### config.mk
export PLATFORM = sky130hd
export DESIGN_NAME = pbd_front
export DESIGN_NICKNAME = d
export VERILOG_FILES = /design/src/hdl/pbd_pkg.sv /design/src/hdl/pbd_front.sv
export SDC_FILE = /design/constraint.sdc
export NUM_CORES = 1
export LEC_CHECK = 0
export BUFFER_PORTS_ARGS = -buffer_cell sky130_fd_sc_hd__buf_2
export CAP_MARGIN = 20
export CORE_ASPECT_RATIO = 0.8
export CORE_MARGIN = 5
export CORE_UTILIZATION = 53
export CTS_BUF_LIST = sky130_fd_sc_hd__clkbuf_4 sky130_fd_sc_hd__clkbuf_8 sky130_fd_sc_hd__clkbuf_16
export CTS_CLUSTER_SIZE = 25
export DETAILED_ROUTE_END_ITERATION = 16
export PLACE_DENSITY = 0.91
export SKIP_CTS_REPAIR_TIMING = 1
export SYNTH_ARGS = -nofsm -noshare
export SYNTH_HDL_FRONTEND = slang
export SYNTH_SLANG_ARGS = --single-unit
export TNS_END_PERCENT = 1
### constraint.sdc
create_clock -name clk -period 4.7 [get_ports clk]
set_input_delay 0.94 -clock clk [delete_from_list [all_inputs] [get_ports clk]]
set_output_delay 0.94 -clock clk [all_outputs]
set_load 0.02 [all_outputs]
### src/hdl/pbd_pkg.sv
package pbd_pkg;

  // Default coordinate width and the CORDIC arrangement.
  localparam int COORD_BITS_DEF  = 10;
  localparam int PRE_SHIFT       = 24;
  localparam int CORDIC_GUARD    = 3;
  localparam int CORDIC_EXTRA    = PRE_SHIFT + CORDIC_GUARD;
  localparam int CORDIC_STEPS    = 24;
  localparam int STEPS_PER_STAGE = 2;
  localparam int CORDIC_STAGES   = CORDIC_STEPS / STEPS_PER_STAGE;

  // Angle accumulator: signed radians in Q30.
  localparam int ZW       = 32;
  localparam int ANG_W    = 31;
  localparam int FRAC_Q   = 30;
  localparam int ATAN_W   = 30;

  // Scale, fold and rounding constants, all in tenths of a degree at Q30.
  localparam int SCALE_W  = 10;
  localparam logic [SCALE_W-1:0] SCALE_TENTHS = 10'd573;
  localparam int PROD_W   = ANG_W + SCALE_W;
  localparam int FOLD_W   = 42;
  localparam logic [FOLD_W-1:0] HALF_Q     = 42'd5 << 29;
  localparam logic [FOLD_W-1:0] FOLD_180_Q = 42'd1800 << FRAC_Q;
  localparam logic [FOLD_W-1:0] FOLD_360_Q = 42'd3600 << FRAC_Q;

  // Whole tenths after the Q30 shift, then divide by ten with a reciprocal.
  localparam int TENTHS_W = FOLD_W - FRAC_Q;
  localparam int RECIP_W  = 13;
  localparam logic [RECIP_W-1:0] DIV10_RECIP = 13'd6554;
  localparam int DIV10_SHIFT = 16;
  localparam int DIVP_W   = TENTHS_W + RECIP_W;
  localparam int BEARING_W = 9;

  // atan(2^-i) in Q30, truncated.
  localparam logic [ATAN_W-1:0] ATAN_LUT [CORDIC_STEPS] = '{
    30'h3243F6A8, 30'h1DAC6705, 30'h0FADBAFC, 30'h07F56EA6,
    30'h03FEAB76, 30'h01FFD55B, 30'h00FFFAAA, 30'h007FFF55,
    30'h003FFFEA, 30'h001FFFFD, 30'h000FFFFF, 30'h0007FFFF,
    30'h0003FFFF, 30'h0001FFFF, 30'h0000FFFF, 30'h00007FFF,
    30'h00003FFF, 30'h00001FFF, 30'h00000FFF, 30'h000007FF,
    30'h000003FF, 30'h000001FF, 30'h000000FF, 30'h0000007F
  };

  // Geometry of the point pair that travels beside the CORDIC data.
  typedef struct packed {
    logic same;     // both points coincide
    logic dx_zero;  // pure vertical offset
    logic right;    // target lies right of the observer
    logic up;       // target lies above the observer
  } flags_t;

endpackage

### src/hdl/pbd_front.sv
module pbd_front #(
  parameter int COORD_BITS = pbd_pkg::COORD_BITS_DEF
) (
  input  logic                  clk,
  input  logic                  rst_n,
  input  logic                  in_valid,
  output logic                  in_ready,
  input  logic [COORD_BITS-1:0] from_x,
  input  logic [COORD_BITS-1:0] from_y,
  input  logic [COORD_BITS-1:0] to_x,
  input  logic [COORD_BITS-1:0] to_y,
  output logic                  out_valid,
  input  logic                  out_ready,
  output logic signed [COORD_BITS+pbd_pkg::CORDIC_EXTRA-1:0] out_cx,
  output logic signed [COORD_BITS+pbd_pkg::CORDIC_EXTRA-1:0] out_cy,
  output pbd_pkg::flags_t       out_flags
);
  import pbd_pkg::*;

  localparam int CW = COORD_BITS + CORDIC_EXTRA;
  localparam logic [PRE_SHIFT-1:0] ZPAD = '0;

  logic [COORD_BITS-1:0] adx_nxt, ady_nxt, adx_r, ady_r;
  flags_t                flags_nxt, flags_r;
  logic                  valid_r;

  // Absolute offsets and the quadrant of the target.
  always_comb begin
    adx_nxt           = (from_x > to_x) ? (from_x - to_x) : (to_x - from_x);
    ady_nxt           = (from_y > to_y) ? (from_y - to_y) : (to_y - from_y);
    flags_nxt.same    = (from_x == to_x) && (from_y == to_y);
    flags_nxt.dx_zero = (from_x == to_x);
    flags_nxt.right   = (from_x < to_x);
    flags_nxt.up      = (from_y > to_y);
  end

  assign in_ready = !valid_r || out_ready;

  // Valid bit of the stage.
  always_ff @(posedge clk) begin
    if (!rst_n) begin
      valid_r <= 1'b0;
    end else if (in_ready) begin
      valid_r <= in_valid;
    end
  end

  // Payload of the stage.
  always_ff @(posedge clk) begin
    if (in_valid && in_ready) begin
      adx_r   <= adx_nxt;
      ady_r   <= ady_nxt;
      flags_r <= flags_nxt;
    end
  end

  // The CORDIC starts from x = |dy| and y = |dx|, both pre-scaled.
  assign out_valid = valid_r;
  assign out_cx    = signed'(CW'({ady_r, ZPAD}));
  assign out_cy    = signed'(CW'({adx_r, ZPAD}));
  assign out_flags = flags_r;

endmodule

==> run metrics <==
crit path kind in2reg; FF-to-FF End adx_r[9]; vias in the first global route between 2000 and 2500; Slew headroom a little over 50%; Most used DFF post-synth edfxtp_1; Critical Path AT between 3 and 4 ns; Worst Path Max Fanout 10; share of cells above drive strength 1 21.0%; fraction of registers with async set/reset 0%; WL/cell approximately 14 µm; GRT Residual Overflow 0; ranking of synthesized cells by area edfxtp_1, ha_1, buf_4; drt first-iter violations 171; I/O Pins about 120; Fin Hold WS between 0.5 and 0.6 ns; Comb power frac between 40% and 50%; Avg Synthesized Cell Area approximately 9.1 µm²; RSZ-0062 raised after global routing false; total track usage 17.4%; Total Nets Final approximately 480; Worst Hold End out_valid; final RePlAce weighted congestion roughly 0.91; dpl ws about 1.4 ns; # setup viols final 0; H-tree Lvls 1; drt first pass iters 5; largest family of logic cells by synthesized area buffers and inverters; Switching Power approximately 320 µW; Die X between 90 and 100 µm; Non-Filler Instances between 400 and 500; cell leakage power roughly 1.8 nW; startpoint types input port; DP Area ~3200 µm²; Vias about 2400; area leader, netlist edfxtp_1; # rows 24; post-synthesis simple-gate area fraction ~7%; DPL Wire Length 5340 µm; Worst Hold Launch out_valid; R2R Setup Slk between 3 and 4 ns; worst reg-to-reg path cell count 3; cell area after synthesis 2980 µm²; fin area around 3200 µm²; Seq pwr share roughly 37%; CTS buffer count 3; Post-synth EDFFs 24; clk slew on worst S/H paths ~0.10 ns; worst-margin pin slew ~0.75 ns; worst vdd ir 0.000118 V; mux share of post-synthesis cell area about 7.5%; Post-Synth Adder-Cell Area 18.7%; Hold Crit Depth 2; worst reg2reg startpoint out_valid; status finished, final reports clean; CTS tree done; fin. max-slew vios 0; Synth Area in Compound Gates between 10% and 20%; first-pass GRT wire length around 10000 µm; Max Clock Freq between 300 and 400 MHz; Clock Tree Buf Depth 2; Hold Crit Class reg2reg; Initial Utilization 54.7%; Sw Share between 30% and 40%; initial antenna violation count 0; total of max-cap violations 0; final hold violations 0; Clock Latency Late Sink around 0.27 ns; ANT cells 0; Post-DRT Antenna Nets 0; CP Capture Type flop; synth cell count leaders buf_4, inv_1, ha_1, a21oi_1, edfxtp_1; largest net degree at the start of global routing 25; via/cell ratio around 5; XOR/XNOR Fraction of Synth Area under 10%; CTS Root Cell clkbuf_8; Placeable Area approximately 5400 µm²; Power Dens Cells about 250 nW/µm²; Setup WS post-layout roughly 1.7 ns; internal power slightly below 500 µW; DRT Wirelength around 6400 µm; DIE HEIGHT slightly below 80 µm; placed insts around 460; Yosys top cell area share approximately 24%; # DRC 0; sequential area share after synthesis 24.9%; CTS Sinks 25; Clock Power Share roughly 17%; count leader, synth buf_4; Syn-to-layout area delta 8.62%; skew final about 0.0012 ns; IO buf count 69; Cell variety after synth 45; Period minus WS final 3.00 ns; warnings from Yosys 0; CP required ~4.7 ns; period utilization 63.9%; setup_tns 0 ns; die area a little over 7000 µm²; Yosys reg bits 25; Cells after Synth 326
==> worst max-delay path, cell delays in order <==
cell and delay [ns]:
buf_2 0.09, inv_1 0.04, ha_1 0.39, a21o_1 0.24
a211o_1 0.32, o221ai_2 0.61, mux2i_1 0.30, xor2_1 0.10
==> metal layers <==
layer	global-route usage (%)	vias up	part of all wire (%)	wire length, µm
met5	0	-	0	0
met4	3.03	0	0.87	56
met3	2.64	8	10	664
met2	29.2	140	47	3000
met1	23.8	1095	42	2710
li1	-	1131	-	-
==> layout by cell type (no fill, tap or decap), types with 2 or more instances in the layout <==
cell      Yosys  final
nand2_1       6      6
conb_1        1     54
mux2i_1      20     20
a21o_1       14     14
nor2b_1       3      3
a21oi_1      25     25
nor2_1        3      3
edfxtp_1     24     24
nand2b_1      6      6
inv_1        49     49
o21ai_0      10     10
o41ai_1       2      2
a211o_1       2      2
a31oi_1       7      7
xor2_1        9      9
o21a_1        2      2
o22ai_1       2      2
clkbuf_8      0      3
mux2_2        2      2
o211ai_1      2      2
buf_2         6     69
nand4_1       3      3
a221oi_1      2      2
xnor2_1       5      5
nand3_1       6      6
fa_1          4      4
ha_1         38     38
==> state kept, by name, summed over array words and instances, names as in the netlist <==
signal     cells
adx_r         10
ady_r         10
out_flags      4
out_valid      1
==> power groups by stage <==
stage,combinational [mW],sequential (mW),clock [mW]
after detailed placement,0.367,0.301,0
after CTS,0.369,0.296,0.139
final,0.376,0.296,0.136
after global routing,0.411,0.298,0.147
after global placement,0.352,0.300,0
after floorplan,0.270,0.339,0
==> per-stage QoR <==
stage	util [%]	power, mW
floorplan	-	0.610
global placement	58.0	0.653
detailed placement	58.0	0.669
CTS	59.0	0.804
global route	59.5	0.855
finish	59.5	0.808
==> kinds of logic after synthesis <==
logic type,Yosys count
muxes,22
DFF,25
AOI/OAI and AO/OA,74
adders and majority gates,42
xor gates and xnor gates,14
other,1
and+or+nand+nor,36
buffers and inverters,112
==> area by class of cell <==
cell class | count | area, µm²
timing repair buffer | 70 | 373
clock buffer | 3 | 41.3
tap | 78 | 97.6
inverter | 49 | 184
multi-input combinational | 242 | 1790
sequential | 25 | 741
fill | 460 | 2200
clock inverter | 1 | 8.76
==> worst max path at each step <==
| stage | startpoint | end | slack (ns) | cells past startpoint |
|---|---|---|---|---|
| after CTS | from_y[7] | ady_r[9] | 1.70 | 8 |
| final | from_y[7] | ady_r[7] | 1.70 | 8 |
| after floorplan | from_y[7] | ady_r[2] | 1.97 | 9 |
| after global routing | from_y[7] | ady_r[5] | 1.58 | 8 |
| after global placement | from_y[7] | ady_r[7] | 1.52 | 8 |
| after detailed placement | from_y[7] | ady_r[9] | 1.41 | 8 |
No activity file was read; power rests on OpenSTA's default activity.
