==> config.mk <==
export PLATFORM = sky130hd
export DESIGN_NAME = pbd_cordic_stage
export DESIGN_NICKNAME = d
export VERILOG_FILES = /design/src/hdl/pbd_pkg.sv /design/src/hdl/pbd_cordic_stage.sv
export SDC_FILE = /design/constraint.sdc
export NUM_CORES = 1
export LEC_CHECK = 0
export BUFFER_PORTS_ARGS = -buffer_cell sky130_fd_sc_hd__buf_2
export CAP_MARGIN = 10
export CORE_UTILIZATION = 40
export DETAILED_ROUTE_END_ITERATION = 6
export PLACE_DENSITY = 0.57
export SLEW_MARGIN = 10
export SYNTH_ARGS = -nofsm -noshare
export SYNTH_HDL_FRONTEND = slang
export SYNTH_SLANG_ARGS = --single-unit
==> constraint.sdc <==
create_clock -name clk -period 14.57 [get_ports clk]
set_input_delay 0.7285 -clock clk [delete_from_list [all_inputs] [get_ports clk]]
set_output_delay 0.7285 -clock clk [all_outputs]
set_load 0.01 [all_outputs]
==> src/hdl/pbd_pkg.sv <==
package pbd_pkg;

  // Default coordinate width and the CORDIC arrangement.
  localparam int COORD_BITS_DEF  = 10;
  localparam int PRE_SHIFT       = 24;
  localparam int CORDIC_GUARD    = 3;
  localparam int CORDIC_EXTRA    = PRE_SHIFT + CORDIC_GUARD;
  localparam int CORDIC_STEPS    = 24;
  localparam int STEPS_PER_STAGE = 2;
  localparam int CORDIC_STAGES   = CORDIC_STEPS / STEPS_PER_STAGE;

  // Angle accumulator: signed radians in Q30.
  localparam int ZW       = 32;
  localparam int ANG_W    = 31;
  localparam int FRAC_Q   = 30;
  localparam int ATAN_W   = 30;

  // Scale, fold and rounding constants, all in tenths of a degree at Q30.
  localparam int SCALE_W  = 10;
  localparam logic [SCALE_W-1:0] SCALE_TENTHS = 10'd573;
  localparam int PROD_W   = ANG_W + SCALE_W;
  localparam int FOLD_W   = 42;
  localparam logic [FOLD_W-1:0] HALF_Q     = 42'd5 << 29;
  localparam logic [FOLD_W-1:0] FOLD_180_Q = 42'd1800 << FRAC_Q;
  localparam logic [FOLD_W-1:0] FOLD_360_Q = 42'd3600 << FRAC_Q;

  // Whole tenths after the Q30 shift, then divide by ten with a reciprocal.
  localparam int TENTHS_W = FOLD_W - FRAC_Q;
  localparam int RECIP_W  = 13;
  localparam logic [RECIP_W-1:0] DIV10_RECIP = 13'd6554;
  localparam int DIV10_SHIFT = 16;
  localparam int DIVP_W   = TENTHS_W + RECIP_W;
  localparam int BEARING_W = 9;

  // atan(2^-i) in Q30, truncated.
  localparam logic [ATAN_W-1:0] ATAN_LUT [CORDIC_STEPS] = '{
    30'h3243F6A8, 30'h1DAC6705, 30'h0FADBAFC, 30'h07F56EA6,
    30'h03FEAB76, 30'h01FFD55B, 30'h00FFFAAA, 30'h007FFF55,
    30'h003FFFEA, 30'h001FFFFD, 30'h000FFFFF, 30'h0007FFFF,
    30'h0003FFFF, 30'h0001FFFF, 30'h0000FFFF, 30'h00007FFF,
    30'h00003FFF, 30'h00001FFF, 30'h00000FFF, 30'h000007FF,
    30'h000003FF, 30'h000001FF, 30'h000000FF, 30'h0000007F
  };

  // Geometry of the point pair that travels beside the CORDIC data.
  typedef struct packed {
    logic same;     // both points coincide
    logic dx_zero;  // pure vertical offset
    logic right;    // target lies right of the observer
    logic up;       // target lies above the observer
  } flags_t;

endpackage

==> src/hdl/pbd_cordic_stage.sv <==
module pbd_cordic_stage #(
  parameter int COORD_BITS = pbd_pkg::COORD_BITS_DEF,
  parameter int FIRST      = 0
) (
  input  logic                  clk,
  input  logic                  rst_n,
  input  logic                  in_valid,
  output logic                  in_ready,
  input  logic signed [COORD_BITS+pbd_pkg::CORDIC_EXTRA-1:0] in_cx,
  input  logic signed [COORD_BITS+pbd_pkg::CORDIC_EXTRA-1:0] in_cy,
  input  logic signed [pbd_pkg::ZW-1:0] in_z,
  input  pbd_pkg::flags_t       in_flags,
  output logic                  out_valid,
  input  logic                  out_ready,
  output logic signed [COORD_BITS+pbd_pkg::CORDIC_EXTRA-1:0] out_cx,
  output logic signed [COORD_BITS+pbd_pkg::CORDIC_EXTRA-1:0] out_cy,
  output logic signed [pbd_pkg::ZW-1:0] out_z,
  output pbd_pkg::flags_t       out_flags
);
  import pbd_pkg::*;

  localparam int CW = COORD_BITS + CORDIC_EXTRA;

  logic signed [CW-1:0] cx_nxt, cy_nxt, cx_r, cy_r;
  logic signed [ZW-1:0] z_nxt, z_r;
  flags_t               flags_r;
  logic                 valid_r;

  // Vectoring micro-rotations; the arithmetic shift rounds toward minus infinity.
  always_comb begin
    logic signed [CW-1:0] sx, sy;
    logic signed [ZW-1:0] ang;
    cx_nxt = in_cx;
    cy_nxt = in_cy;
    z_nxt  = in_z;
    for (int k = 0; k < STEPS_PER_STAGE; k++) begin
      sx  = cx_nxt >>> (FIRST + k);
      sy  = cy_nxt >>> (FIRST + k);
      ang = signed'(ZW'(ATAN_LUT[FIRST + k]));
      if (!cy_nxt[CW-1]) begin
        cx_nxt = cx_nxt + sy;
        cy_nxt = cy_nxt - sx;
        z_nxt  = z_nxt + ang;
      end else begin
        cx_nxt = cx_nxt - sy;
        cy_nxt = cy_nxt + sx;
        z_nxt  = z_nxt - ang;
      end
    end
  end

  assign in_ready = !valid_r || out_ready;

  // Valid bit of the stage.
  always_ff @(posedge clk) begin
    if (!rst_n) begin
      valid_r <= 1'b0;
    end else if (in_ready) begin
      valid_r <= in_valid;
    end
  end

  // Payload of the stage.
  always_ff @(posedge clk) begin
    if (in_valid && in_ready) begin
      cx_r    <= cx_nxt;
      cy_r    <= cy_nxt;
      z_r     <= z_nxt;
      flags_r <= in_flags;
    end
  end

  assign out_valid = valid_r;
  assign out_cx    = cx_r;
  assign out_cy    = cy_r;
  assign out_z     = z_r;
  assign out_flags = flags_r;

endmodule

==> impl_metrics.env <==
export IMPL_use_met3_pct=2.378
export IMPL_skew_ps=6.286
export IMPL_multi_input_area_mm2=0.01389
export IMPL_reg2reg_depth=3
export IMPL_maxCapViolCount=0
export IMPL_synth_seq_area_share_pct=18.25
export IMPL_power_share_clock_pct=8.7
export IMPL_cts_made_buffers=9
export IMPL_worstSetupPathType="input port to flop"
export IMPL_area_growth_pct=10.72
export IMPL_critPathSlowestCell="inv_2"
export IMPL_mostFrequentLayoutCells="242 x ha_1, 224 x a21oi_1, 224 x buf_2"
export IMPL_syn_cell_area_mm2=0.01821
export IMPL_arrival_ps=8540
export IMPL_power_total_uw=3130
export IMPL_post_cts_buffers=0
export IMPL_irDropWorstVdd_mv=0.06750
export IMPL_place_congestion=0.9421
export IMPL_grt_use_total_pct=23.59
export IMPL_max_slew_margin_rel_pct=35.32
export IMPL_detail_route_antenna_nets=0
export IMPL_outcome="completed"
export IMPL_crit_path_end_kind="flop"
export IMPL_synth_edf_count=110
export IMPL_swShare_pct=47.02
export IMPL_route_detailed_drc=0
export IMPL_totalWireLength_um=56260
export IMPL_dr_pass1_iters=6
export IMPL_synth_async_reset_ratio_pct=0
export IMPL_hold_viol=0
export IMPL_leakagePower_uw=0.008944
export IMPL_p_per_area_mw_per_mm2=155.3
export IMPL_tns_ps=0
export IMPL_dp_hpwl_um=46400
export IMPL_crit_fanout=49
export IMPL_fin_crit_sh_pct=56.98
export IMPL_grt_pass1_vias=16400
export IMPL_max_freq_ghz=0.1205
export IMPL_seqCellArea_mm2=0.003323
export IMPL_hp_class="input port to flop"
export IMPL_intPower_uw=1658
export IMPL_use_met1_pct=35.15
export IMPL_portBuffers=225
export IMPL_cp_start_kind="input port"
export IMPL_htreeDepth=3
export IMPL_vias=17500
export IMPL_yosysUniqueCellTypes=110
export IMPL_fp_dieW_um=215.4
export IMPL_antenna_cells=0
export IMPL_drt_iter0_markers=1501
export IMPL_nFillCells=4476
export IMPL_combPwrFrac_pct=70.6
export IMPL_cts_buffer_depth=2
export IMPL_wl_per_cell_um=18.35
export IMPL_p_sw_uw=1472
export IMPL_via_per_inst=5.706
export IMPL_ys_flop_type="edfxtp_1"
export IMPL_synth_avg_cell_area_um2=7.955
export IMPL_nets=2832
export IMPL_ctsResizeCount=0
export IMPL_dieArea_mm2=0.04638
export IMPL_finalCriticalPeriod_ps=8302
export IMPL_pin_count=226
export IMPL_pre_cts_ws_ps=5967
export IMPL_crit_start="in_cy[0]"
export IMPL_core_area_mm2=0.04461
export IMPL_hold_buffers=0
export IMPL_row_count=77
export IMPL_antenna_found_initial=0
export IMPL_finalSetupViolCount=0
export IMPL_root_buffer="clkbuf_16"
export IMPL_cp_common_cell="o21ai_0"
export IMPL_r2r_start="out_valid$_SDFFE_PN0N_"
export IMPL_final_common_cell="ha_1"
export IMPL_grt_busiest_layer="met2"
export IMPL_synthesis_instances=2289
export IMPL_synth_warnings=0
export IMPL_start_util_pct=40.82
export IMPL_synth_nets=2652
export IMPL_setup_ws_ps=6268
export IMPL_grt_max_degree=67
export IMPL_grt_ovfl_total=0
export IMPL_cts_tree="done"
export IMPL_met2_usage_pct=36.27
export IMPL_power_frac_seq_pct=20.7
export IMPL_grt_pass1_wl_um=88130
export IMPL_slowest_delay_ps=740
export IMPL_required_ps=14810
export IMPL_cp_endpoint="out_cx[35]$_DFFE_PP_"
export IMPL_drv_slew=0
export IMPL_worstMarginPinSlew_ps=968.8
export IMPL_clk_pin_slew_ps=80
export IMPL_rsz0062_at_grt="false"
export IMPL_clock_latency_ps=370
export IMPL_dieHeight_um=215.4
export IMPL_reg2reg_setup_slack_ps=12370
export IMPL_r2r_end="out_cy[28]$_DFFE_PP_"
export IMPL_drive_gt1_share_pct=13.30
export IMPL_ys_seq_elements=111
export IMPL_cts_sinks=111
[state kept, by name (all words and copies together), names as in the netlist]
register,cells
out_cx,37
out_cy,37
out_flags,4
out_valid,1
out_z,32
[worst max-delay path: cells and delay by family]
family,cells,cell delay [ps]
compound gates,17,4520
xor+xnor,2,260
fa+ha+maj,3,930
buf+inv,5,1190
simple gates,3,880
[cells in the mapped netlist (6+ instances only)]
master	instances	area, um^2
a2111oi_0	7	61.31
a211o_1	10	87.58
a211oi_1	22	165.2
a21boi_0	8	60.06
a21o_1	81	608.1
a21oi_1	224	1121
a31o_2	9	78.83
a31oi_1	40	250.2
and2_1	14	87.58
and3_1	17	106.4
buf_1	7	26.28
buf_2	26	130.1
clkbuf_1	25	93.84
edfxtp_1	110	3303
fa_1	7	140.1
ha_1	242	3028
inv_1	180	675.7
mux2i_1	12	120.1
nand2_1	145	544.3
nand2b_1	22	137.6
nand3_1	45	225.2
nand4_1	29	181.4
nand4b_1	6	52.55
nor2_1	197	739.5
nor2b_1	31	193.9
nor3_1	48	240.2
nor3b_1	9	67.56
nor4_1	16	100.1
o2111ai_1	8	70.07
o211ai_1	22	165.2
o21a_1	33	247.7
o21ai_0	140	700.7
o21ai_1	14	70.07
o21bai_1	27	202.7
o22ai_1	8	50.05
o31ai_1	33	247.7
or2_2	16	100.1
or3_1	14	87.58
xnor2_1	178	1559
xor2_1	70	613.1
[power by group through the flow]
stage                     clock, uW  sequential (uW)  combinational (uW)
after global routing            291              662                2440
after floorplan                   0              731                1520
after global placement            0              654                2160
after detailed placement          0              660                2180
after CTS                       279              653                2190
final                           272              647                2210
[metrics by stage]
step	utilization [%]	hold slack, ps	cell area, um^2	cells
2_1_floorplan	-	609.6	18210	2289
3_3_place_gp	44.48	551.0	19840	3050
3_5_place_dp	44.48	569.5	19840	3050
4_1_cts	45.20	518.7	20160	3066
5_1_grt	45.20	518.7	20160	3066
6_report	45.20	543.2	20160	3066
[area by class of cell]
class / instances / area share, %
Sequential cell: 111 / 16.48
Tap cell: 592 / 3.674
Clock inverter: 6 / 0.4468
Timing Repair Buffer: 233 / 5.896
Clock buffer: 10 / 1.136
Inverter: 185 / 3.444
Multi-Input combinational cell: 1929 / 68.92
[cell families after synthesis]
| group | Yosys count | share of synthesized area (%) |
|---|---|---|
| simple gates | 649 | 18.23 |
| flops | 111 | 18.25 |
| fa+ha+maj | 249 | 17.40 |
| mux | 13 | 0.7215 |
| xor+xnor | 250 | 12.14 |
| buf+inv | 249 | 5.497 |
| compound gates | 768 | 27.76 |
[worst min-delay path by stage]
stage               cells past startpoint  slack [ps]                   start                      to
floorplan                               2         610  out_valid$_SDFFE_PN0N_  out_valid$_SDFFE_PN0N_
global placement                        2         550  out_valid$_SDFFE_PN0N_  out_valid$_SDFFE_PN0N_
detailed placement                      2         570  out_valid$_SDFFE_PN0N_  out_valid$_SDFFE_PN0N_
CTS                                     1         520             in_flags[1]  out_flags[1]$_DFFE_PP_
global route                            1         520             in_flags[1]  out_flags[1]$_DFFE_PP_
finish                                  1         540             in_flags[1]  out_flags[1]$_DFFE_PP_
[metal layers]
metal,up-vias,wire length (um)
met5,-,0
met2,628,23780
met1,8087,27970
met4,0,943
met3,53,3565
li1,8727,-
Note: power is estimated with default switching activity, not from simulation.
