## config.mk

```make
export PLATFORM = sky130hd
export DESIGN_NAME = pbd_back
export DESIGN_NICKNAME = d
export VERILOG_FILES = /design/src/hdl/pbd_pkg.sv /design/src/hdl/pbd_back.sv
export SDC_FILE = /design/constraint.sdc
export NUM_CORES = 1
export LEC_CHECK = 0
export ABC_CLOCK_PERIOD_IN_PS = 6200
export BUFFER_PORTS_ARGS = -buffer_cell sky130_fd_sc_hd__buf_2
export CAP_MARGIN = 25
export CORE_UTILIZATION = 51
export CTS_CLUSTER_DIAMETER = 60
export DETAILED_ROUTE_END_ITERATION = 8
export PLACE_DENSITY = 0.68
export SYNTH_ARGS = -nofsm -noshare
export SYNTH_HDL_FRONTEND = slang
export SYNTH_SLANG_ARGS = --single-unit
```

## constraint.sdc

```tcl
create_clock -name clk -period 6.2 [get_ports clk]
set_input_delay 1.55 -clock clk [delete_from_list [all_inputs] [get_ports clk]]
set_output_delay 1.55 -clock clk [all_outputs]
set_load 0.005 [all_outputs]
```

## src/hdl/pbd_pkg.sv

```systemverilog
package pbd_pkg;

  // Default coordinate width and the CORDIC arrangement.
  localparam int COORD_BITS_DEF  = 10;
  localparam int PRE_SHIFT       = 24;
  localparam int CORDIC_GUARD    = 3;
  localparam int CORDIC_EXTRA    = PRE_SHIFT + CORDIC_GUARD;
  localparam int CORDIC_STEPS    = 24;
  localparam int STEPS_PER_STAGE = 2;
  localparam int CORDIC_STAGES   = CORDIC_STEPS / STEPS_PER_STAGE;

  // Angle accumulator: signed radians in Q30.
  localparam int ZW       = 32;
  localparam int ANG_W    = 31;
  localparam int FRAC_Q   = 30;
  localparam int ATAN_W   = 30;

  // Scale, fold and rounding constants, all in tenths of a degree at Q30.
  localparam int SCALE_W  = 10;
  localparam logic [SCALE_W-1:0] SCALE_TENTHS = 10'd573;
  localparam int PROD_W   = ANG_W + SCALE_W;
  localparam int FOLD_W   = 42;
  localparam logic [FOLD_W-1:0] HALF_Q     = 42'd5 << 29;
  localparam logic [FOLD_W-1:0] FOLD_180_Q = 42'd1800 << FRAC_Q;
  localparam logic [FOLD_W-1:0] FOLD_360_Q = 42'd3600 << FRAC_Q;

  // Whole tenths after the Q30 shift, then divide by ten with a reciprocal.
  localparam int TENTHS_W = FOLD_W - FRAC_Q;
  localparam int RECIP_W  = 13;
  localparam logic [RECIP_W-1:0] DIV10_RECIP = 13'd6554;
  localparam int DIV10_SHIFT = 16;
  localparam int DIVP_W   = TENTHS_W + RECIP_W;
  localparam int BEARING_W = 9;

  // atan(2^-i) in Q30, truncated.
  localparam logic [ATAN_W-1:0] ATAN_LUT [CORDIC_STEPS] = '{
    30'h3243F6A8, 30'h1DAC6705, 30'h0FADBAFC, 30'h07F56EA6,
    30'h03FEAB76, 30'h01FFD55B, 30'h00FFFAAA, 30'h007FFF55,
    30'h003FFFEA, 30'h001FFFFD, 30'h000FFFFF, 30'h0007FFFF,
    30'h0003FFFF, 30'h0001FFFF, 30'h0000FFFF, 30'h00007FFF,
    30'h00003FFF, 30'h00001FFF, 30'h00000FFF, 30'h000007FF,
    30'h000003FF, 30'h000001FF, 30'h000000FF, 30'h0000007F
  };

  // Geometry of the point pair that travels beside the CORDIC data.
  typedef struct packed {
    logic same;     // both points coincide
    logic dx_zero;  // pure vertical offset
    logic right;    // target lies right of the observer
    logic up;       // target lies above the observer
  } flags_t;

endpackage

```

## src/hdl/pbd_back.sv

```systemverilog
module pbd_back (
  input  logic                          clk,
  input  logic                          rst_n,
  input  logic                          in_valid,
  output logic                          in_ready,
  input  logic signed [pbd_pkg::ZW-1:0] in_z,
  input  pbd_pkg::flags_t               in_flags,
  output logic                          out_valid,
  input  logic                          out_ready,
  output logic [pbd_pkg::BEARING_W-1:0] bearing_deg,
  output logic                          same_point
);
  import pbd_pkg::*;

  logic                 v1_r, v2_r, v3_r;
  logic                 rdy1, rdy2, rdy3;
  logic [ANG_W-1:0]     ang;
  logic [PROD_W-1:0]    prod_nxt, prod_r;
  flags_t               flags1_r, flags2_r;
  logic [FOLD_W-1:0]    fold_nxt;
  logic [TENTHS_W-1:0]  tenths_r;
  logic [DIVP_W-1:0]    divp;
  logic [BEARING_W-1:0] bearing_nxt, bearing_r;
  logic                 same_r;

  // Ready ripples back so that bubbles close up behind a stalled result.
  assign rdy3     = !v3_r || out_ready;
  assign rdy2     = !v2_r || rdy3;
  assign rdy1     = !v1_r || rdy2;
  assign in_ready = rdy1;

  // Stage one: clamp the angle and scale it to tenths of a degree.
  always_comb begin
    ang      = (in_flags.dx_zero || in_z[ZW-1]) ? '0 : in_z[ANG_W-1:0];
    prod_nxt = PROD_W'(ang) * PROD_W'(SCALE_TENTHS);
  end

  // Stage two: fold into the quadrant and add a quarter of a degree for rounding.
  always_comb begin
    unique case ({flags1_r.right, flags1_r.up})
      2'b11:   fold_nxt = HALF_Q + FOLD_W'(prod_r);
      2'b10:   fold_nxt = FOLD_180_Q + HALF_Q - FOLD_W'(prod_r);
      2'b01:   fold_nxt = FOLD_360_Q + HALF_Q - FOLD_W'(prod_r);
      default: fold_nxt = FOLD_180_Q + HALF_Q + FOLD_W'(prod_r);
    endcase
  end

  // Stage three: whole tenths divided by ten through the reciprocal.
  always_comb begin
    divp        = DIVP_W'(tenths_r) * DIVP_W'(DIV10_RECIP);
    bearing_nxt = flags2_r.same ? '0
                                : divp[DIV10_SHIFT +: BEARING_W];
  end

  // Valid bits of the three stages.
  always_ff @(posedge clk) begin
    if (!rst_n) begin
      v1_r <= 1'b0;
      v2_r <= 1'b0;
      v3_r <= 1'b0;
    end else begin
      if (rdy1) begin
        v1_r <= in_valid;
      end
      if (rdy2) begin
        v2_r <= v1_r;
      end
      if (rdy3) begin
        v3_r <= v2_r;
      end
    end
  end

  // Payload of the three stages.
  always_ff @(posedge clk) begin
    if (in_valid && rdy1) begin
      prod_r   <= prod_nxt;
      flags1_r <= in_flags;
    end
    if (v1_r && rdy2) begin
      tenths_r <= fold_nxt[FRAC_Q +: TENTHS_W];
      flags2_r <= flags1_r;
    end
    if (v2_r && rdy3) begin
      bearing_r <= bearing_nxt;
      same_r    <= flags2_r.same;
    end
  end

  assign out_valid   = v3_r;
  assign bearing_deg = bearing_r;
  assign same_point  = same_r;

endmodule

```

==> metrics list, run 1 <==
* Number of flops mapped to enable cells by yosys: 67
* Post-Synthesis Net Count: 1668
- Using the TritonRoute via totals, the vias-per-cell ratio works out to 5.130.
* Worst endpoint required time: 6280 ps
* Average cell area after synthesis: 9.209 um2
* Global-route congestion overflow total: 0
- Worst reg2reg endpoint: bearing_deg[8]
- The die covers between 20000 and 25000 um2.
* Critical Path AT: 6090 ps
- Of all cell types, the one taking the most synthesized area is sky130_fd_sc_hd__fa_1.
- Counting the buffers created by CTS gives 9.
- The worst register-to-register path begins at tenths_r[4].
* Combined global-route utilization of all metal layers: 0.2177
* Cell chosen for the clock root: sky130_fd_sc_hd__clkbuf_16
* Clock latency on the worst-skew pair: 340 ps
- Relative to the synthesized area, the layout overhead comes to 21.12%.
- Once layout is complete, the utilization of the core stands at 0.6391.
* Total of flip-flops plus latches after synthesis: 70
- The kind of cell with the highest combined delay along the critical path is adder cells.
* Share of total power consumed by net switching: 0.4406
- For this design, the sink count on the clock tree is 70.
* Count of input and output buffers: 51
- In this run the worst setup path terminates at prod_r[38].
- Global-route wire length before repair: roughly 43000 um
* Path type of the worst min-delay path: register to register
- Critical path's largest stage delay: 540 ps
- The critical path is of the primary input to register type.
- Setup repair after global routing missed its margin: yes
- Overall die height: 156.0 um
- After detailed routing, the average wire length per cell comes to between 10 and 15 um.
- In this run, the number of DRC markers left after iteration 0 of detailed routing was 370.
* Synth Instances: 1313
- Inserted Diodes: 0
* Vias in the first global route: 9695
* Wire length on met2: 12750 um
* Initial core utilization: 0.5277
- Along the worst path, the maximum fanout reaches 7.
* Max VDD drop: around 0.00027 V
- Gpl congestion: ~0.87
- TritonCTS built the clock tree.
- The critical path contains buffers and inverters numbering 6 combined.
- FMAX: 166.3 MHz
- The layout has 1906 filler cells.
- Main synth FF type: sky130_fd_sc_hd__edfxtp_1
* Tightest Pin Transition: 882.0 ps
* Library cell appearing most often on the critical path: sky130_fd_sc_hd__fa_1
* Static Leakage: ~7.7 nW
- The most critical setup path has its startpoint at in_z[31].
* Clock Path Buffers: 2
- The internal power of the cells totals roughly 2.6 mW.
- The critical path crosses 21 cells after its start point.
* Post-route cell area: between 10000 and 15000 um2
- For this run, asynchronously set or reset flops after synthesis account for 0.
* Leading cell type in the layout, fill and taps excluded: sky130_fd_sc_hd__inv_1
- Antenna-violating nets left: 0
- HPWL reported at the end of detailed placement: 21670 um
* Count of vias placed by the detailed router: between 9000 and 10000
- The mapped netlist covers about 12000 um2.
- In this run the tightest slew margin relative to its limit is 0.4108.
- Flop2flop setup slack: 620 ps
- In the layout the commonest cells are 239 x sky130_fd_sc_hd__inv_1, 193 x sky130_fd_sc_hd__buf_4, 183 x sky130_fd_sc_hd__ha_1, 129 x sky130_fd_sc_hd__fa_1, 93 x sky130_fd_sc_hd__nand2_1.
- Run status: finished, final reports clean
- Share of total power in combinational logic: 0.709
* Placeable core region: 22920 um2
- Of the cells placed in the final design, the portion with a size suffix greater than 1 is 0.2090.
* Routed length on met1: 11600 um
- Clock transition at the registers of the reported paths: approximately 70 ps
- The worst setup path is captured at a register.
- Final critical path time including I/O delays and setup: 6013 ps
- Before antenna repair, the detailed router went through 4 iterations.
* Portion of total power attributed to the clock network: 0.127
- In this run the horizontal extent of the chip is 156.0 um.
* Portion of total power attributed to sequential cells: 0.163
* Post-route clock skew: 12.76 ps
* Final Hold Viols: 0
* H-tree depth reported by CTS: 3
* Cell at the slowest stage of the critical path: sky130_fd_sc_hd__fa_1
* Net load switching power: 2.034 mW
- After detailed routing, the total wire length is 25130 um.
- Ordered list of cells on the worst path: buf_2, nor2_4, buf_6, and2_4, nand2_1, fa_1, inv_1, fa_1, fa_1, inv_1, fa_1, inv_1, ha_1, nand2_1, o21ai_4, or2_4, a211oi_4, buf_4, nor4_4, nor2_1, a311o_1
* Final Max Tran Viols: 0
- Sequential cell area fraction in the yosys report: 0.1714
* Distinct cell type count after synthesis: 73
- DRC Markers: 0
- For this run, the post-layout net count is 1881.
- Number of antenna violations at the first check in global routing: 0
- Highest layer used for signal routing: met4
- The worst register-to-register path has a depth of 17.
- Of the post-synthesis cell area, the dominant cell type holds 0.2136.
- Placed inst area: 14100 um2
- Leading post-synthesis cells by cell area: sky130_fd_sc_hd__fa_1 21%, sky130_fd_sc_hd__ha_1 19%, sky130_fd_sc_hd__edfxtp_1 17%, sky130_fd_sc_hd__inv_1 7.5%, sky130_fd_sc_hd__xnor2_1 4.3%
* Largest net degree at the start of global routing: 45
- Max-cap violations: 0
- In this run the count of I/O pins placed on the die edge is 52.
- Number of warnings issued by yosys: 0
* Power density over cell area: 315.3 nW/um2
* Std-Cell Rows: 55
- Final setup violation count: 0
- Share of the cycle needed by the critical path after routing: 0.9699
- STA classifies the critical path startpoint as a primary input.
* Routed length on met3: 533 um
[power by group through the flow]
stage	logic, mW	clock network (mW)	registers, mW
final	3.28	0.588	0.754
after global routing	3.81	0.621	0.768
after CTS	3.28	0.599	0.755
after floorplan	2.40	0	0.744
after detailed placement	3.25	0	0.764
after global placement	3.15	0	0.760
[worst min path at each step]
| stage | endpoint | start | slack [ps] | cells past startpoint |
|---|---|---|---|---|
| finish | flags2_r[3] | flags1_r[3] | 460 | 0 |
| global route | flags2_r[3] | flags1_r[3] | 470 | 0 |
| global placement | flags2_r[3] | flags1_r[3] | 400 | 0 |
| floorplan | flags2_r[3] | flags1_r[3] | 400 | 0 |
| CTS | flags2_r[3] | flags1_r[3] | 460 | 0 |
| detailed placement | flags2_r[3] | flags1_r[3] | 410 | 0 |
[cell usage after synthesis (5+ instances only)]
cell	count
sky130_fd_sc_hd__a211oi_1	13
sky130_fd_sc_hd__a21boi_0	5
sky130_fd_sc_hd__a21o_1	18
sky130_fd_sc_hd__a21oi_1	61
sky130_fd_sc_hd__a31o_2	5
sky130_fd_sc_hd__a31oi_1	12
sky130_fd_sc_hd__a41o_1	10
sky130_fd_sc_hd__and2_1	17
sky130_fd_sc_hd__and3_1	17
sky130_fd_sc_hd__clkbuf_1	33
sky130_fd_sc_hd__edfxtp_1	67
sky130_fd_sc_hd__fa_1	129
sky130_fd_sc_hd__ha_1	186
sky130_fd_sc_hd__inv_1	242
sky130_fd_sc_hd__nand2_1	96
sky130_fd_sc_hd__nand3_1	20
sky130_fd_sc_hd__nand4_1	6
sky130_fd_sc_hd__nor2_1	76
sky130_fd_sc_hd__nor2b_1	16
sky130_fd_sc_hd__nor3_1	11
sky130_fd_sc_hd__nor4_1	9
sky130_fd_sc_hd__o21a_1	15
sky130_fd_sc_hd__o21ai_0	39
sky130_fd_sc_hd__o21bai_1	10
sky130_fd_sc_hd__xnor2_1	60
sky130_fd_sc_hd__xor2_1	57
[layer usage]
metal  vias up  track usage
li1       4795            -
met4         0      0.03501
met3        22      0.02278
met5         -            0
met1      4533       0.2884
met2       109       0.3882
[metrics by stage]
stage	power [mW]	cells	setup slack [ps]	setup TNS [ps]	hold slack, ps
6_report	4.618	1844	186.7	0	463.8
5_1_grt	5.195	1844	-64.35	-125.8	471.5
4_1_cts	4.638	1842	88.13	0	462.4
3_5_place_dp	4.012	1826	-274.7	-2083	407.1
3_3_place_gp	3.909	1825	-224.5	-1247	403.3
2_1_floorplan	3.141	1313	14.37	0	400.3
[sequential cells by signal, summed over array words and instances (netlist names), 3 cells and up]
register     count
bearing_deg      9
tenths_r        12
flags1_r         3
prod_r          41
[kinds of logic (layout without fill, tap and decap cells)]
logic type / Yosys count / in the layout / share of synthesized area
fa+ha+maj: 315 / 315 / 0.4060
simple gates: 293 / 293 / 0.1155
buf+inv: 289 / 507 / 0.09240
compound gates: 226 / 226 / 0.1275
xor+xnor: 117 / 117 / 0.08475
flops: 70 / 70 / 0.1714
mux: 3 / 3 / 0.002484
[cell type report]
class / instances / area, um2 / share of cell area
clock buffer: 9 / 225.2 / 0.01538
clock inverter: 7 / 122.6 / 0.008373
inverter: 243 / 912.1 / 0.06228
multi-input combinational: 954 / 9146 / 0.6245
sequential: 70 / 2072 / 0.1415
tap: 313 / 391.6 / 0.02674
timing repair buffer: 248 / 1775 / 0.1212
[timing repair]
action                     in CTS  in global routing
resized for setup               0                 36
setup endpoints to repair       0                 12
buffers inserted                0                  2
hold buffers                    0                  0
Power figures use the tool's default switching activity.
==> inputs of run 2 (changes only) <==
Settings changed: ABC_CLOCK_PERIOD_IN_PS 6200 to 7340, CORE_ASPECT_RATIO set to 1.75, PLACE_DENSITY 0.68 to 0.65.
Clock period 6.2 ns to 7.34 ns, I/O delays scaled along.
==> run 2 against run 1 <==
Net effect: non-clock buffer count shrank 181; first-iteration DRC count shrank 26%; largest power group unchanged; sequential power shrank 15%; cell count shrank 10%.
==> metrics list, run 2 (synthesis gave the netlist of run 1 again) <==
* Run status: finished, final reports clean (unchanged)
* Routed length per placed instance: 15.92 um (was 13.63 um)
* Global-route wire length before repair: 43570 um (was 43330 um)
- Share of total power consumed by net switching: 0.4662 (was 0.4406)
* Global-route congestion overflow total: 0 (unchanged)
- The share of total power in sequential cells was 0.172 (was 0.163).
* Final setup TNS: 0 ps (unchanged)
- The count of max-cap constraint violations came to 0 (unchanged).
- Most frequent cells in the layout: 242 x sky130_fd_sc_hd__inv_1, 186 x sky130_fd_sc_hd__ha_1, 129 x sky130_fd_sc_hd__fa_1, 96 x sky130_fd_sc_hd__nand2_1, 75 x sky130_fd_sc_hd__nor2_1 (was 239 x sky130_fd_sc_hd__inv_1, 193 x sky130_fd_sc_hd__buf_4, 183 x sky130_fd_sc_hd__ha_1, 129 x sky130_fd_sc_hd__fa_1, 93 x sky130_fd_sc_hd__nand2_1).
- Wire length reported by the detailed router: 26330 um (was 25130 um)
- Path type of the worst min-delay path: register to register (unchanged)
- The DRC violation total after the first TritonRoute iteration was 275 (was 370).
- The design internal power is 1.994 mW (was 2.583 mW).
* Critical path's largest stage delay: 490 ps (was 540 ps)
- Gpl congestion: 0.9276 (was 0.8705)
- Net load switching power: 1.741 mW (was 2.034 mW)
- Synthesis-to-finish area growth: 7.409% (was 21.12%)
* Layout cells sized above 1: 0.07778 (was 0.2090)
- The total via count in the routed design was 8945 (was 9459).
- Ordered list of cells on the worst path: buf_2, nor2_4, buf_12, buf_4, and2_1, ha_1, ha_1, xnor2_1, ha_1, fa_1, ha_1, xnor2_1, ha_1, a21o_1, a21oi_1, nand4b_1, a211oi_1, or3_4, a2111oi_2, a311o_1 (was buf_2, nor2_4, buf_6, and2_4, nand2_1, fa_1, inv_1, fa_1, fa_1, inv_1, fa_1, inv_1, ha_1, nand2_1, o21ai_4, or2_4, a211oi_4, buf_4, nor4_4, nor2_1, a311o_1).
- H-tree depth reported by CTS: 3 (unchanged)
- The chip height was 205.7 um (was 156.0 um).
- Combined global-route utilization of all metal layers: 0.2272 (was 0.2177)
- The final-stage net count was 1700 (was 1881).
- The count of fill cells added during filler insertion is 2200 (was 1906).
* Largest net degree at the start of global routing: 45 (unchanged)
- Library cell appearing most often on the critical path: sky130_fd_sc_hd__ha_1 (was sky130_fd_sc_hd__fa_1)
- Drt pass-1 iters: 7 (was 4)
- Hold Path Depth: 0 (unchanged)
- The pre-CTS setup slack was 154.9 ps (was -274.7 ps).
* Sink count of the clock tree: 70 (unchanged)
- Antenna-violating nets left: 0 (unchanged)
- Std-Cell Rows: 74 (was 55)
- The category of the worst setup path capture point is a register (unchanged).
- Tightest Pin Transition: 812.6 ps (was 882.0 ps)
- CTS tree: built (unchanged)
- Power density over cell area: 287.6 nW/um2 (was 315.3 nW/um2)
- The static leakage was 6.688 nW (was 7.672 nW).
- Final Hold Viols: 0 (unchanged)
- Cell chosen for the clock root: sky130_fd_sc_hd__clkbuf_16 (unchanged)
* HPWL reported at the end of detailed placement: 22870 um (was 21670 um)
* Number of buffers and inverters on the critical path: 3 (was 6)
- Final setup violation count: 0 (unchanged)
- FMAX: 146.7 MHz
* Vias in the first global route: 9386 (was 9695)
- The depth of the worst register-to-register path is 17 (unchanged).
- Max VDD drop: 0.0002232 V (was 0.0002672 V)
- The family of cells with the greatest summed delay on the critical path is adder cells (unchanged).
- Clock Path Buffers: 2 (unchanged)
- The clock edge transition at the registers on the reported setup and hold paths came to 60 ps (was 70 ps).
- Number of top-level design ports: 52 (unchanged)
- The reg2reg setup slack was 1630 ps (was 620 ps).
* Count of input and output buffers: 51 (unchanged)
* Setup crit start kind: primary input (unchanged)
- Final Max Tran Viols: 0 (unchanged)
- The via density per instance is 5.408 (was 5.130).
* Total clock buffers created by CTS: 9 (unchanged)
* Leading cell type in the layout, fill and taps excluded: sky130_fd_sc_hd__inv_1 (unchanged)
- The width of the die came to 118.4 um (was 156.0 um).
- Largest register by flop count: prod_r (unchanged)
- The worst-skew pair later-pin latency came to 350 ps (was 340 ps).
- Inserted Diodes: 0 (unchanged)
- The number of logic stages on the critical path including buffering was 20 (was 21).
* Placeable core region: 23330 um2 (was 22920 um2)
* Number of cells upsized or downsized after cts: 0 (unchanged)
- Worst-path fanout max: 15 (was 7)
- DRC Markers: 0 (unchanged)
- # Post-CTS Setup Buffers: 0 (unchanged)
- Share of total power in combinational logic: 0.709 (about the same)
* Flip-flop count of the largest register, all copies and words added: 41 (unchanged)
- Cell at the slowest stage of the critical path: sky130_fd_sc_hd__fa_1 (unchanged)
- Setup repair after global routing missed its margin: no (was yes)
* Post-route clock skew: 11.65 ps (was 12.76 ps)
* Die Footprint: 24350 um2 (was 24330 um2)
* Portion of total power attributed to the clock network: 0.120 (was 0.127)
- Setup WS post-layout: 522.5 ps (was 186.7 ps)
- The initial antenna violation count came to 0 (unchanged).
- Worst endpoint required time: 7430 ps (was 6280 ps)
* Worst relative slew slack: 0.4571 (was 0.4108)
- The number of hold-repair buffers added at the cts stage was 0 (unchanged).
* Share of the cycle needed by the critical path after routing: 0.9288
- The arrival time at the worst endpoint came to 6910 ps (was 6090 ps).
* Final critical path time including I/O delays and setup: between 6000 and 7000 ps
- The critical setup path kind is primary input to register (unchanged).
- The effective utilization at floorplan came to 0.5182 (was 0.5277).
run 2: power groups by stage:
stage / logic [mW] / clock network [mW] / registers (mW)
floorplan: 2.02 / 0 / 0.629
global placement: 2.61 / 0 / 0.648
detailed placement: 2.67 / 0 / 0.650
CTS: 2.70 / 0.453 / 0.642
global route: 3.05 / 0.468 / 0.650
finish: 2.65 / 0.446 / 0.641
run 2: layout make-up:
cell class	count	area (um2)	area share
clock buffers	11	252.7	0.01946
clock inverters	5	57.56	0.004432
inverters	243	912.1	0.07023
flip-flops and latches	70	2072	0.1595
repair buffers	67	387.9	0.02987
multi-input cells	954	8925	0.6872
well taps	304	380.4	0.02929
run 2: worst paths after layout:
kind,startpoint,to
max,in_z[31],prod_r[38]
max reg2reg,tenths_r[4],bearing_deg[8]
min,flags1_r[3],flags2_r[3]
min reg2reg,flags1_r[3],flags2_r[3]
run 2: routing by layer:
layer	GRT usage	vias to the layer above	wire length, um
li1	-	4435	-
met1	0.2249	4309	9616
met2	0.4628	141	15170
met3	0.01691	60	396
met4	0.1180	0	1153
met5	0	-	0
run 2: metrics by stage:
stage / utilization / instances / cell area, um2 / power [mW] / hold slack (ps)
2_1_floorplan: - / 1313 / 12090 / 2.646 / 400.3
3_3_place_gp: 0.5433 / 1638 / 12680 / 3.260 / 401.3
3_5_place_dp: 0.5433 / 1638 / 12680 / 3.321 / 406.5
4_1_cts: 0.5566 / 1654 / 12990 / 3.794 / 407.9
5_1_grt: 0.5566 / 1654 / 12990 / 4.167 / 420.6
6_report: 0.5566 / 1654 / 12990 / 3.735 / 404.6
